==> src/rtl/ocs_pkg.sv <==
package ocs_pkg;

  localparam int STORE_WORDS = 2048;
  localparam int ADDR_W      = $clog2(STORE_WORDS);
  localparam int WORD_W      = 16;

  localparam logic [15:0] W16  = 16'o177777;
  localparam logic [15:0] SIGN = 16'o100000;
  localparam logic [15:0] NEG1 = 16'o177776;

  localparam logic [10:0] START_RESET  = 11'd32;
  localparam logic [3:0]  UNITS_RESET  = 4'd2;

  // command codes
  localparam logic [1:0] CMD_LOAD  = 2'd0;
  localparam logic [1:0] CMD_READ  = 2'd1;
  localparam logic [1:0] CMD_START = 2'd2;
  localparam logic [1:0] CMD_EXEC  = 2'd3;

  // configuration register indexes
  localparam logic CFG_START = 1'b0;
  localparam logic CFG_UNITS = 1'b1;

  // alarm codes
  localparam logic [2:0] ALM_NONE     = 3'd0;
  localparam logic [2:0] ALM_OVERFLOW = 3'd1;
  localparam logic [2:0] ALM_DIVIDE   = 3'd2;
  localparam logic [2:0] ALM_CHECK    = 3'd3;
  localparam logic [2:0] ALM_INVALID  = 3'd4;

  // opcodes
  localparam logic [4:0] OP_SEL = 5'd0;
  localparam logic [4:0] OP_RD  = 5'd3;
  localparam logic [4:0] OP_RC  = 5'd5;
  localparam logic [4:0] OP_SD  = 5'd6;
  localparam logic [4:0] OP_TS  = 5'd8;
  localparam logic [4:0] OP_TD  = 5'd9;
  localparam logic [4:0] OP_TA  = 5'd10;
  localparam logic [4:0] OP_CK  = 5'd11;
  localparam logic [4:0] OP_AB  = 5'd12;
  localparam logic [4:0] OP_EX  = 5'd13;
  localparam logic [4:0] OP_CP  = 5'd14;
  localparam logic [4:0] OP_SP  = 5'd15;
  localparam logic [4:0] OP_CA  = 5'd16;
  localparam logic [4:0] OP_CS  = 5'd17;
  localparam logic [4:0] OP_AD  = 5'd18;
  localparam logic [4:0] OP_SU  = 5'd19;
  localparam logic [4:0] OP_CM  = 5'd20;
  localparam logic [4:0] OP_SA  = 5'd21;
  localparam logic [4:0] OP_AO  = 5'd22;
  localparam logic [4:0] OP_DM  = 5'd23;
  localparam logic [4:0] OP_MR  = 5'd24;
  localparam logic [4:0] OP_MH  = 5'd25;
  localparam logic [4:0] OP_DV  = 5'd26;
  localparam logic [4:0] OP_SL  = 5'd27;
  localparam logic [4:0] OP_SR  = 5'd28;
  localparam logic [4:0] OP_SF  = 5'd29;
  localparam logic [4:0] OP_CY  = 5'd30;
  localparam logic [4:0] OP_MD  = 5'd31;

  typedef struct packed {
    logic [1:0]  ovm;
    logic [15:0] sum;
  } add_res_t;

  typedef struct packed {
    logic              we;
    logic [ADDR_W-1:0] waddr;
    logic [WORD_W-1:0] wdata;
    logic [ADDR_W-1:0] raddr;
  } mem_req_t;

  typedef struct packed {
    logic [15:0] read_word;
    logic        running;
    logic [2:0]  alarm;
    logic        record_valid;
    logic [5:0]  record_char;
    logic [15:0] accumulator;
    logic [10:0] pc;
  } result_t;

  // ones'-complement add with end-around carry and overflow memory code
  function automatic add_res_t oc_add(logic [15:0] a, logic [15:0] x);
    add_res_t    res;
    logic [16:0] s;
    logic [15:0] c;
    logic [15:0] r;
    logic        v;
    s = {1'b0, a} + {1'b0, x};
    c = {1'b0, a[14:0]} + {1'b0, x[14:0]};
    r = s[15:0] + {15'd0, s[16]};
    v = s[16] ^ c[15];
    res.sum = r;
    res.ovm = v ? (r[15] ? 2'd2 : 2'd1) : 2'd0;
    return res;
  endfunction

  function automatic logic [15:0] oc_mag(logic [15:0] v);
    return v[15] ? ~v : v;
  endfunction

endpackage

==> src/rtl/ocs_core.sv <==
module ocs_core import ocs_pkg::*; (
  input  logic        clk,
  input  logic        rst,
  input  logic        go,
  input  logic [1:0]  command,
  input  logic [10:0] address,
  input  logic [15:0] data,
  input  logic [5:0]  read_char,
  input  logic [10:0] start_address,
  input  logic [3:0]  attached_units,
  input  logic        res_take,
  output logic        idle,
  output logic        res_valid,
  output result_t     res,
  output mem_req_t    mem,
  input  logic [15:0] ram_rdata
);

  localparam logic [2:0] ST_IDLE  = 3'd0;
  localparam logic [2:0] ST_RDW   = 3'd1;
  localparam logic [2:0] ST_FETCH = 3'd2;
  localparam logic [2:0] ST_OPER  = 3'd3;
  localparam logic [2:0] ST_EXEC  = 3'd4;
  localparam logic [2:0] ST_ITER  = 3'd5;
  localparam logic [2:0] ST_FINAL = 3'd6;
  localparam logic [2:0] ST_DONE  = 3'd7;

  logic [2:0]  state;
  logic [15:0] inst;
  logic [15:0] opnd;
  logic [5:0]  rchar;
  logic [15:0] acc;
  logic [15:0] b;
  logic [15:0] areg;
  logic [1:0]  ovm;
  logic [15:0] io;
  logic        tsel;
  logic [1:0]  tunit;
  logic        run;
  logic [10:0] pc;
  logic [5:0]  cnt;
  logic        neg;
  logic [15:0] rword;
  logic [2:0]  alarm;
  logic        recv;
  logic [5:0]  recc;

  logic [4:0]  op;
  logic [10:0] iaddr;
  logic        unit_ready;
  logic [15:0] opnd_mag;
  logic [15:0] acc_mag;
  logic [15:0] ca_init;
  logic [15:0] rd_word;
  logic [15:0] add_a;
  logic [15:0] add_x;
  add_res_t    ar;
  logic [15:0] mul_s;
  logic        round_en;
  logic [15:0] acc_rnd;
  logic        rnd_alarm;
  logic        iter_stop;

  assign op         = inst[15:11];
  assign iaddr      = inst[10:0];
  assign unit_ready = tsel && attached_units[tunit];
  assign opnd_mag   = oc_mag(opnd);
  assign acc_mag    = oc_mag(acc);
  assign ca_init    = (ovm == 2'd1) ? 16'd1 : ((ovm == 2'd2) ? NEG1 : 16'd0);
  assign rd_word    = io | (unit_ready ? {10'd0, rchar} : 16'd0);
  assign mul_s      = b[0] ? ar.sum : acc;
  assign round_en   = ((op inside {OP_SL, OP_SR}) && !iaddr[9]) || (op == OP_MR);
  assign acc_rnd    = (round_en && b[15]) ? ar.sum : acc;
  assign rnd_alarm  = round_en && (b[15] ? (ar.ovm != 2'd0)
                                         : ((op != OP_MR) && (ovm != 2'd0)));
  assign iter_stop  = (op == OP_SF) ? (acc[14] || cnt == 6'd33) : (cnt == 6'd0);

  // select the operands of the shared adder
  always_comb begin
    add_a = acc;
    add_x = opnd;
    case (state)
      ST_EXEC: begin
        case (op)
          OP_CA, OP_CS, OP_CM: begin
            add_a = ca_init;
            add_x = (op == OP_CS) ? ~opnd : ((op == OP_CM) ? opnd_mag : opnd);
          end
          OP_SU: add_x = ~opnd;
          OP_AB: add_a = b;
          OP_AO: begin
            add_a = opnd;
            add_x = 16'd1;
          end
          OP_DM, OP_DV: begin
            add_a = acc_mag;
            add_x = ~opnd_mag;
          end
          default: add_x = opnd;
        endcase
      end
      ST_ITER: add_x = (op == OP_DV && b[0]) ? ~areg : areg;
      ST_FINAL: add_x = 16'd1;
      default: add_x = opnd;
    endcase
  end

  assign ar = oc_add(add_a, add_x);

  // store port requests
  always_comb begin
    mem.we    = 1'b0;
    mem.waddr = iaddr;
    mem.wdata = acc;
    mem.raddr = pc;
    case (state)
      ST_IDLE: begin
        if (command == CMD_READ) begin
          mem.raddr = address;
        end
        if (go && command == CMD_LOAD) begin
          mem.we    = 1'b1;
          mem.waddr = address;
          mem.wdata = data;
        end
      end
      ST_FETCH: mem.raddr = ram_rdata[10:0];
      ST_EXEC: begin
        case (op)
          OP_TS, OP_EX: mem.we = 1'b1;
          OP_TD: begin
            mem.we    = 1'b1;
            mem.wdata = {opnd[15:11], acc[10:0]};
          end
          OP_TA: begin
            mem.we    = 1'b1;
            mem.wdata = {opnd[15:11], areg[10:0]};
          end
          OP_AB, OP_AO: begin
            mem.we    = ar.ovm == 2'd0 ? 1'b1 : 1'b1;
            mem.wdata = ar.sum;
          end
          default: mem.we = 1'b0;
        endcase
      end
      ST_FINAL: begin
        if (op == OP_SF) begin
          mem.we    = 1'b1;
          mem.wdata = {opnd[15:11], 5'd0, cnt};
        end
      end
      default: mem.we = 1'b0;
    endcase
  end

  // sequencer and machine registers
  always_ff @(posedge clk) begin
    if (rst) begin
      state <= ST_IDLE;
      inst  <= '0;
      opnd  <= '0;
      rchar <= '0;
      acc   <= '0;
      b     <= '0;
      areg  <= '0;
      ovm   <= '0;
      io    <= '0;
      tsel  <= 1'b0;
      tunit <= '0;
      run   <= 1'b0;
      pc    <= '0;
      cnt   <= '0;
      neg   <= 1'b0;
      rword <= '0;
      alarm <= ALM_NONE;
      recv  <= 1'b0;
      recc  <= '0;
    end else begin
      case (state)
        ST_IDLE: begin
          if (go) begin
            rword <= '0;
            alarm <= ALM_NONE;
            recv  <= 1'b0;
            recc  <= '0;
            rchar <= read_char;
            case (command)
              CMD_LOAD: state <= ST_DONE;
              CMD_READ: state <= ST_RDW;
              CMD_START: begin
                pc    <= start_address;
                run   <= 1'b1;
                state <= ST_DONE;
              end
              default: state <= run ? ST_FETCH : ST_DONE;
            endcase
          end
        end
        ST_RDW: begin
          rword <= ram_rdata;
          state <= ST_DONE;
        end
        ST_FETCH: begin
          inst  <= ram_rdata;
          pc    <= pc + 11'd1;
          state <= ST_OPER;
        end
        ST_OPER: begin
          opnd  <= ram_rdata;
          state <= ST_EXEC;
        end
        ST_EXEC: begin
          state <= ST_DONE;
          case (op)
            OP_SEL: begin
              if (iaddr <= 11'd1) begin
                run <= 1'b0;
              end else if (iaddr[8:6] == 3'd2) begin
                tsel  <= 1'b1;
                tunit <= iaddr[8:7];
              end
              io <= '0;
            end
            OP_RC: begin
              io <= acc;
              if (unit_ready) begin
                recv <= 1'b1;
                recc <= acc[15:10];
              end
            end
            OP_RD: begin
              areg <= rd_word;
              acc  <= rd_word;
              io   <= '0;
            end
            OP_CK: begin
              if (acc != opnd) begin
                alarm <= ALM_CHECK;
                run   <= 1'b0;
              end
            end
            OP_CA, OP_CS, OP_CM: begin
              areg <= (op == OP_CM) ? opnd_mag : opnd;
              b    <= '0;
              acc  <= ar.sum;
              ovm  <= '0;
              if (ar.ovm != 2'd0) begin
                alarm <= ALM_OVERFLOW;
                run   <= 1'b0;
              end
            end
            OP_SA: begin
              areg <= opnd;
              acc  <= ar.sum ^ ((ar.ovm != 2'd0) ? SIGN : 16'd0);
              ovm  <= ar.ovm;
            end
            OP_AD, OP_SU, OP_AB, OP_AO: begin
              areg <= opnd;
              acc  <= ar.sum;
              ovm  <= '0;
              if (ar.ovm != 2'd0) begin
                alarm <= ALM_OVERFLOW;
                run   <= 1'b0;
              end
            end
            OP_DM: begin
              areg <= opnd_mag;
              b    <= acc;
              acc  <= ar.sum;
              ovm  <= '0;
            end
            OP_TS, OP_TD, OP_TA: begin
              ovm <= ovm;
            end
            OP_EX: begin
              areg <= opnd;
              acc  <= opnd;
            end
            OP_SD: begin
              areg <= opnd;
              acc  <= acc ^ opnd;
              ovm  <= '0;
            end
            OP_MD: begin
              areg <= ~(acc & opnd);
              acc  <= acc & opnd;
            end
            OP_CP, OP_SP: begin
              areg <= {areg[15:11], pc};
              if (op == OP_SP || acc[15]) begin
                pc <= iaddr;
              end
            end
            OP_SL, OP_SR: begin
              neg   <= acc[15];
              acc   <= acc_mag;
              cnt   <= {1'b0, iaddr[4:0]};
              state <= ST_ITER;
            end
            OP_CY: begin
              cnt   <= {1'b0, iaddr[4:0]};
              state <= ST_ITER;
            end
            OP_SF: begin
              neg   <= acc[15];
              acc   <= acc_mag;
              cnt   <= '0;
              state <= ST_ITER;
            end
            OP_MR, OP_MH: begin
              neg   <= acc[15] ^ opnd[15];
              b     <= acc_mag;
              acc   <= '0;
              areg  <= opnd_mag;
              cnt   <= 6'd15;
              state <= ST_ITER;
            end
            OP_DV: begin
              neg  <= acc[15] ^ opnd[15];
              areg <= opnd_mag;
              ovm  <= ar.ovm;
              if (!ar.sum[15] || ar.sum == W16) begin
                // divisor too small: keep the trial difference and halt
                acc   <= ar.sum;
                alarm <= ALM_DIVIDE;
                run   <= 1'b0;
              end else begin
                b     <= {b[14:0], ~ar.sum[15]};
                acc   <= {ar.sum[14:0], ar.sum[15]};
                cnt   <= 6'd16;
                state <= ST_ITER;
              end
            end
            default: alarm <= ALM_INVALID;
          endcase
        end
        ST_ITER: begin
          if (iter_stop) begin
            state <= ST_FINAL;
          end else begin
            case (op)
              OP_SR: begin
                b   <= {acc[0], b[15:1]};
                acc <= {1'b0, acc[15:1]};
                cnt <= cnt - 6'd1;
              end
              OP_SL: begin
                acc <= {1'b0, acc[13:0], b[15]};
                b   <= {b[14:0], 1'b0};
                cnt <= cnt - 6'd1;
              end
              OP_CY: begin
                acc <= {acc[14:0], b[15]};
                b   <= {b[14:0], acc[15]};
                cnt <= cnt - 6'd1;
              end
              OP_SF: begin
                acc <= {acc[14:0], b[15]};
                b   <= {b[14:0], 1'b0};
                cnt <= cnt + 6'd1;
              end
              OP_MR, OP_MH: begin
                if (b[0]) begin
                  ovm <= ar.ovm;
                end
                b   <= {mul_s[0], b[15:1]};
                acc <= {1'b0, mul_s[15:1]};
                cnt <= cnt - 6'd1;
              end
              OP_DV: begin
                ovm <= ar.ovm;
                b   <= {b[14:0], ~ar.sum[15]};
                acc <= {ar.sum[14:0], ar.sum[15]};
                cnt <= cnt - 6'd1;
              end
              default: cnt <= '0;
            endcase
          end
        end
        ST_FINAL: begin
          state <= ST_DONE;
          case (op)
            OP_SL, OP_SR, OP_MR, OP_MH: begin
              if (round_en) begin
                b <= '0;
              end
              if (rnd_alarm) begin
                alarm <= ALM_OVERFLOW;
                run   <= 1'b0;
              end
              acc <= neg ? ~acc_rnd : acc_rnd;
              ovm <= '0;
            end
            OP_CY: begin
              if (!iaddr[9]) begin
                b <= '0;
              end
            end
            OP_SF: begin
              acc  <= neg ? ~acc : acc;
              ovm  <= '0;
              areg <= {10'd0, cnt};
            end
            OP_DV: begin
              acc <= {16{neg}};
              ovm <= '0;
            end
            default: ovm <= ovm;
          endcase
        end
        ST_DONE: begin
          if (res_take) begin
            state <= ST_IDLE;
          end
        end
        default: state <= ST_IDLE;
      endcase
    end
  end

  assign idle      = (state == ST_IDLE);
  assign res_valid = (state == ST_DONE);

  always_comb begin
    res.read_word    = rword;
    res.running      = run;
    res.alarm        = alarm;
    res.record_valid = recv;
    res.record_char  = recc;
    res.accumulator  = acc;
    res.pc           = pc;
  end

  // halting alarms leave the machine stopped
  assert property (@(posedge clk) disable iff (rst)
    res_valid && alarm != ALM_NONE && alarm != ALM_INVALID |-> !run)
    else $error("halting alarm with machine still running");

  // a character is only recorded from a selected tape unit
  assert property (@(posedge clk) disable iff (rst)
    res_valid && recv |-> tsel)
    else $error("record transfer without a selected unit");

  // store writes only come from accept, execute or finish steps
  assert property (@(posedge clk) disable iff (rst)
    mem.we |-> (state == ST_IDLE || state == ST_EXEC || state == ST_FINAL))
    else $error("store write from an unexpected step");

  // the step counter never runs past the scale limit
  assert property (@(posedge clk) disable iff (rst)
    state == ST_ITER |-> cnt <= 6'd33)
    else $error("step counter out of range");

endmodule

==> config.mk <==
export PLATFORM = sky130hd
export DESIGN_NAME = ocs_core
export DESIGN_NICKNAME = d
export VERILOG_FILES = /design/src/rtl/ocs_pkg.sv /design/src/rtl/ocs_core.sv
export SDC_FILE = /design/constraint.sdc
export NUM_CORES = 1
export LEC_CHECK = 0
export ABC_AREA = 1
export BUFFER_PORTS_ARGS = -buffer_cell sky130_fd_sc_hd__buf_2
export CORE_UTILIZATION = 45
export CTS_BUF_LIST = sky130_fd_sc_hd__clkbuf_8
export DETAILED_ROUTE_END_ITERATION = 8
export MAX_ROUTING_LAYER = met4
export PLACE_DENSITY_LB_ADDON = 0.25
export SETUP_SLACK_MARGIN = 0.15
export SLEW_MARGIN = 20
export SYNTH_ARGS = -nofsm -noshare
export SYNTH_HDL_FRONTEND = slang
export SYNTH_SLANG_ARGS = --single-unit
==> constraint.sdc <==
create_clock -name clk -period 8.3 [get_ports clk]
set_input_delay 1.245 -clock clk [delete_from_list [all_inputs] [get_ports clk]]
set_output_delay 1.245 -clock clk [all_outputs]
set_load 0.02 [all_outputs]
After elaboration in Yosys (flattened, before gate mapping)
Cells that the tools add are included.
{"block": "classes", "n_reduce_logical": 70, "n_lt_le_gt_ge": 2, "mux": 104, "eq_ne": 79, "addsub": 6, "bitwise_logic": 14}
{"operator": "16-bit 2-to-1 mux", "n": 22}
{"operator": "16-bit case mux with 3 select lines", "n": 6}
{"operator": "16-bit case mux with 4 select lines", "n": 3}
{"operator": "16-bit case mux with 5 select lines", "n": 2}
{"operator": "16-bit case mux with 9 select lines", "n": 1}
{"operator": "16-bit case mux with 2 select lines", "n": 4}
{"operator": "16-bit inverter", "n": 6}
{"operator": "16-bit case mux with 6 select lines", "n": 1}
{"operator": "5-bit == test, second input constant", "n": 16}
{"operator": "11-bit 2-to-1 mux", "n": 6}
{"operator": "5-bit by 4-bit == test with 1-bit output, second input constant", "n": 8}
{"operator": "6-bit 2-to-1 mux", "n": 6}
{"operator": "6-bit case mux with 2 select lines", "n": 3}
{"operator": "11-bit case mux with 3 select lines", "n": 1}
{"operator": "16-bit XOR", "n": 2}
{"operator": "3-bit 2-to-1 mux", "n": 10}
{"operator": "3-bit != test, second input constant", "n": 10}
{"operator": "28-bit 2-to-1 mux", "n": 1}
{"operator": "6-bit case mux with 4 select lines", "n": 1}
{"operator": "6-bit OR reduction", "n": 4}
{"operator": "2-bit != test, second input constant", "n": 11}
{"operator": "11-bit case mux with 2 select lines", "n": 1}
{"operator": "3-bit case mux with 7 select lines", "n": 1}
{"operator": "2-bit OR reduction", "n": 10}
{"operator": "other kinds (68)", "n": 139}
{"block": "word_totals", "out_inout_bits": 95, "inputBits": 70, "ff_bits": 155, "elab_cells": 295}

Depth between registers and ports, before layout
{"block": "depth", "depth_word": 16, "ltp_mapped": 44, "mapped_depth_nobuf": 44}

Least setup slack after synthesis
No wires, ideal clock.
{"block": "synth_path", "kind": "register -> output", "startpoint": "reg inst[12]", "endpoint": "out mem[25] (netlist name)", "path_slack_ns": 1.695, "required_time_ns": 7.055, "stages_incl_launch_ff": 38, "arrival_ns": 5.360, "path_buffers": 3, "path_cell_list": "dfxtp_1 > inv_2 > nand2_1 > nor2_1 > a21oi_2 > buf_2 > inv_2 > clkbuf_1 > o31ai_1 > clkbuf_1 > nor3_1 > a21oi_1 > ha_1 > inv_1 > fa_1 > inv_1 > nand2_1 > nand2_2 > [... 2 more ...] > nand2_1 > nand2_1 > a21oi_1 > o21bai_1 > ha_1 > ha_1 > nand3_1 > inv_1 > nand3_2 > nor2_4 > nand2_2 > nor2_4 > nand3_1 > nand2_1 > inv_1 > nor2_1 > o221ai_1 > a22oi_1"}
{"element": "from (decl)", "line_no": "ocs_core.sv:29", "source": "logic [15:0] inst;"}
{"element": "from (signal assigned)", "line_no": "ocs_core.sv:204", "source": "inst <= ram_rdata;"}
{"element": "to (decl)", "line_no": "ocs_core.sv:15", "source": "output mem_req_t mem,"}

==> flow_summary.toml <==
[setup_path]
cp_data_arrival_time_ns = 6.41
worstSetupPathType = "reg2out"
cp_top_family = "simple AND/OR/NAND/NOR gates"
slowest_delay_ns = 0.46
cp.required_ns = 7.05
critPathMaxFanout = 13
startpoint_type = "flip-flop"
critPathSlowestCell = "fa_1"
endpoint_kind = "output port"
crit_top_cell = "nand2_1"
worst-path-buf-inv = 8

[detailed_routing]
post_drt_wl_per_cell_um = 27.6
ant_nets = 0
wl_um = 84100
routed_via_density = 6.65
drc = 0
drtPass1Iterations = 7
drt_iter0_markers = 2836
vias = 20300

[synthesis]
synth_common_cells = "nand2_1, a21oi_1, o21ai_0"
synth_top_family_by_area = "compound AO/OA/AOI/OAI gates"
synth_xor_area_share_pct = 2.80
syn_area_per_cell_sq_um = 6.03
synth_most_common_cell = "nand2_1"
synth_area_sq_mm = 0.0150
syn-num-nets = 2602
yosys_register_bits = 155
synthCells = 2489
synth-compound-area-share_pct = 33.0
synth_top_area_share_pct = 20.7
synth_fa_ha_area_share_pct = 3.68
synth.largest_area_cell = "dfxtp_1"
synth_edf_count = 0
async_flop_share_pct = 0
synth_seq_area_share_pct = 20.7
synth.area.mux_share_pct = 0.217
yosys_warnings = 0
synthSimpleGateAreaFrac_pct = 28.3
ys.flop_type = "dfxtp_1"
yosys-top-cells-area = "dfxtp_1, nand2_1, a21oi_1"
ys_types = 60

[floorplanning]
num_rows = 66
core_sq_mm = 0.0327
dieArea_sq_mm = 0.0341
die_y_um = 185
start_util_pct = 45.9
die_x_um = 185
io_pins = 165

[outcome]
status = "complete, no violations"

[clocking]
cts_tree = "yes"
root_buffer = "clkbuf_8"
numCtsBuffers = 17
cts.sinks = 155
h-tree-depth = 4
cts.reportedPaths.clkPinSlew_ns = 0.10
insertion_delay_ns = 0.54
postCtsHoldBufs = 0
cts_buffer_depth = 2

[sta]
min_period_over_period_pct = 92.2
max_freq_ghz = 0.131
clock_skew_ns = 0.0252
fin_tns_setup_ns = 0
finalCriticalPeriod_ns = 7.66
hold_viol_final = 0
rsz0062_at_grt = "no"
maxSlewViolCount = 0
setup_viol = 0
tightest_slew_ns = 1.13
relSlewSlack_pct = 24.3
hold_ws_ns = 0.467

[grt]
grt_max_degree = 78
antenna_found_initial = 2
grt_pass1_vias = 18200
track_usage_pct = 50.4
overflow = 0
grt_pass1_wl_um = 121000

[placed_design]
io_buffers = 164
hpwl_um = 64000
place.gp.congestion = 1.07

[layout]
syn_to_final_growth_pct = 11.6
fin_nets = 2700
layout-drive-gt1-share_pct = 14.2

[pwr]
power_leakage_nw = 6.85
vdd_drop_max_mv = 0.236
p_per_area_mw_per_mm2 = 355

[flow_run]
drv_cap = 0

[worst_hold_path]
hp-class = "reg2reg"
state kept, by name, summed over array words and instances (netlist names):
name / flops
rword: 16
tunit: 2
pc: 11
io: 16
cnt: 6
acc: 16
state: 3
alarm: 3
rchar: 6
tsel: 1
run: 1
areg: 16
recc: 6
opnd: 16
inst: 16
b: 16
recv: 1
neg: 1
ovm: 2
metal layers:
| layer | global-route usage, % | wire, um | up-vias |
|---|---|---|---|
| met4 | 37.2 | 7680 | 0 |
| li1 | - | - | 8826 |
| met2 | 72.8 | 34800 | 1650 |
| met1 | 59.9 | 31500 | 9324 |
| met3 | 13.3 | 10100 | 450 |
| met5 | - | 0 | - |
worst min-delay path, stage by stage (launching register included):
cell and delay (ns):
dfxtp_1 0.31, inv_1 0.06, a21oi_1 0.06
report_power, final:
| group | total (mW) | leakage (nW) | switching [mW] | internal (mW) |
|---|---|---|---|---|
| registers | 1.16 | 1.26 | 0.229 | 0.929 |
| logic | 4.18 | 5.39 | 3.11 | 1.07 |
| clock network | 0.600 | 0.190 | 0.374 | 0.226 |
placed cells by master (no fill, tap or decap), types with 21 or more instances in the layout:
cell	instances
nand4_1	26
a211oi_1	24
xor2_1	29
o21ai_0	280
a22oi_1	24
o221ai_1	45
nand3_1	129
nor2_1	220
a21oi_1	282
buf_4	67
o211ai_1	24
a31oi_1	21
inv_1	250
ha_1	40
nor3_1	42
buf_2	164
o22ai_1	51
dfxtp_1	153
nand2_1	458
a221oi_1	25
stage by stage:
stage / utilization, % / instance area, sq um / power, mW / std cells / worst slack [ns]
after floorplan: - / 15000 / 3.48 / 2489 / 1.69
after global placement: 49.6 / 16200 / 5.04 / 2998 / 1.10
after detailed placement: 49.6 / 16200 / 5.06 / 2998 / 0.979
after CTS: 50.7 / 16600 / 5.66 / 3030 / 0.392
after global routing: 51.2 / 16800 / 6.12 / 3044 / 0.173
final: 51.2 / 16800 / 5.94 / 3044 / 0.643
kinds of logic after synthesis:
logic type / count (synthesis)
AO/OA/AOI/OAI: 840
XOR/XNOR: 48
adder cells (fa/ha/maj): 43
buffers and inverters: 436
flip-flops: 155
multiplexers: 3
AND/OR/NAND/NOR: 964
what timing repair did:
item | 4_1_cts | 5_1_grt
resized for setup | 0 | 19
setup buffers | 0 | 12
setup endpoints to repair | 0 | 9
final timing paths:
path	startpoint	to	slack (ns)	cells after the start
worst min-delay path	rchar[4]$_SDFFE_PP0P_	rchar[4]$_SDFFE_PP0P_	0.47	2
worst min register to register	rchar[4]$_SDFFE_PP0P_	rchar[4]$_SDFFE_PP0P_	0.47	2
worst max register to register	inst[12]$_SDFFE_PP0P_	cnt[3]$_SDFFE_PP0P_	1.35	41
worst max-delay path	inst[12]$_SDFFE_PP0P_	mem[25]	0.64	37
area by class of cell:
| cell class | instances | area [sq um] |
|---|---|---|
| fillers | 3458 | 15900 |
| repair buffers | 234 | 1370 |
| flip-flops and latches | 155 | 3110 |
| clock buffers | 18 | 248 |
| diodes | 2 | 5.00 |
| inverters | 281 | 1070 |
| multi-input cells | 1898 | 10300 |
| clock inverters | 14 | 130 |
| well taps | 442 | 553 |
Power figures use the tool's default switching activity.
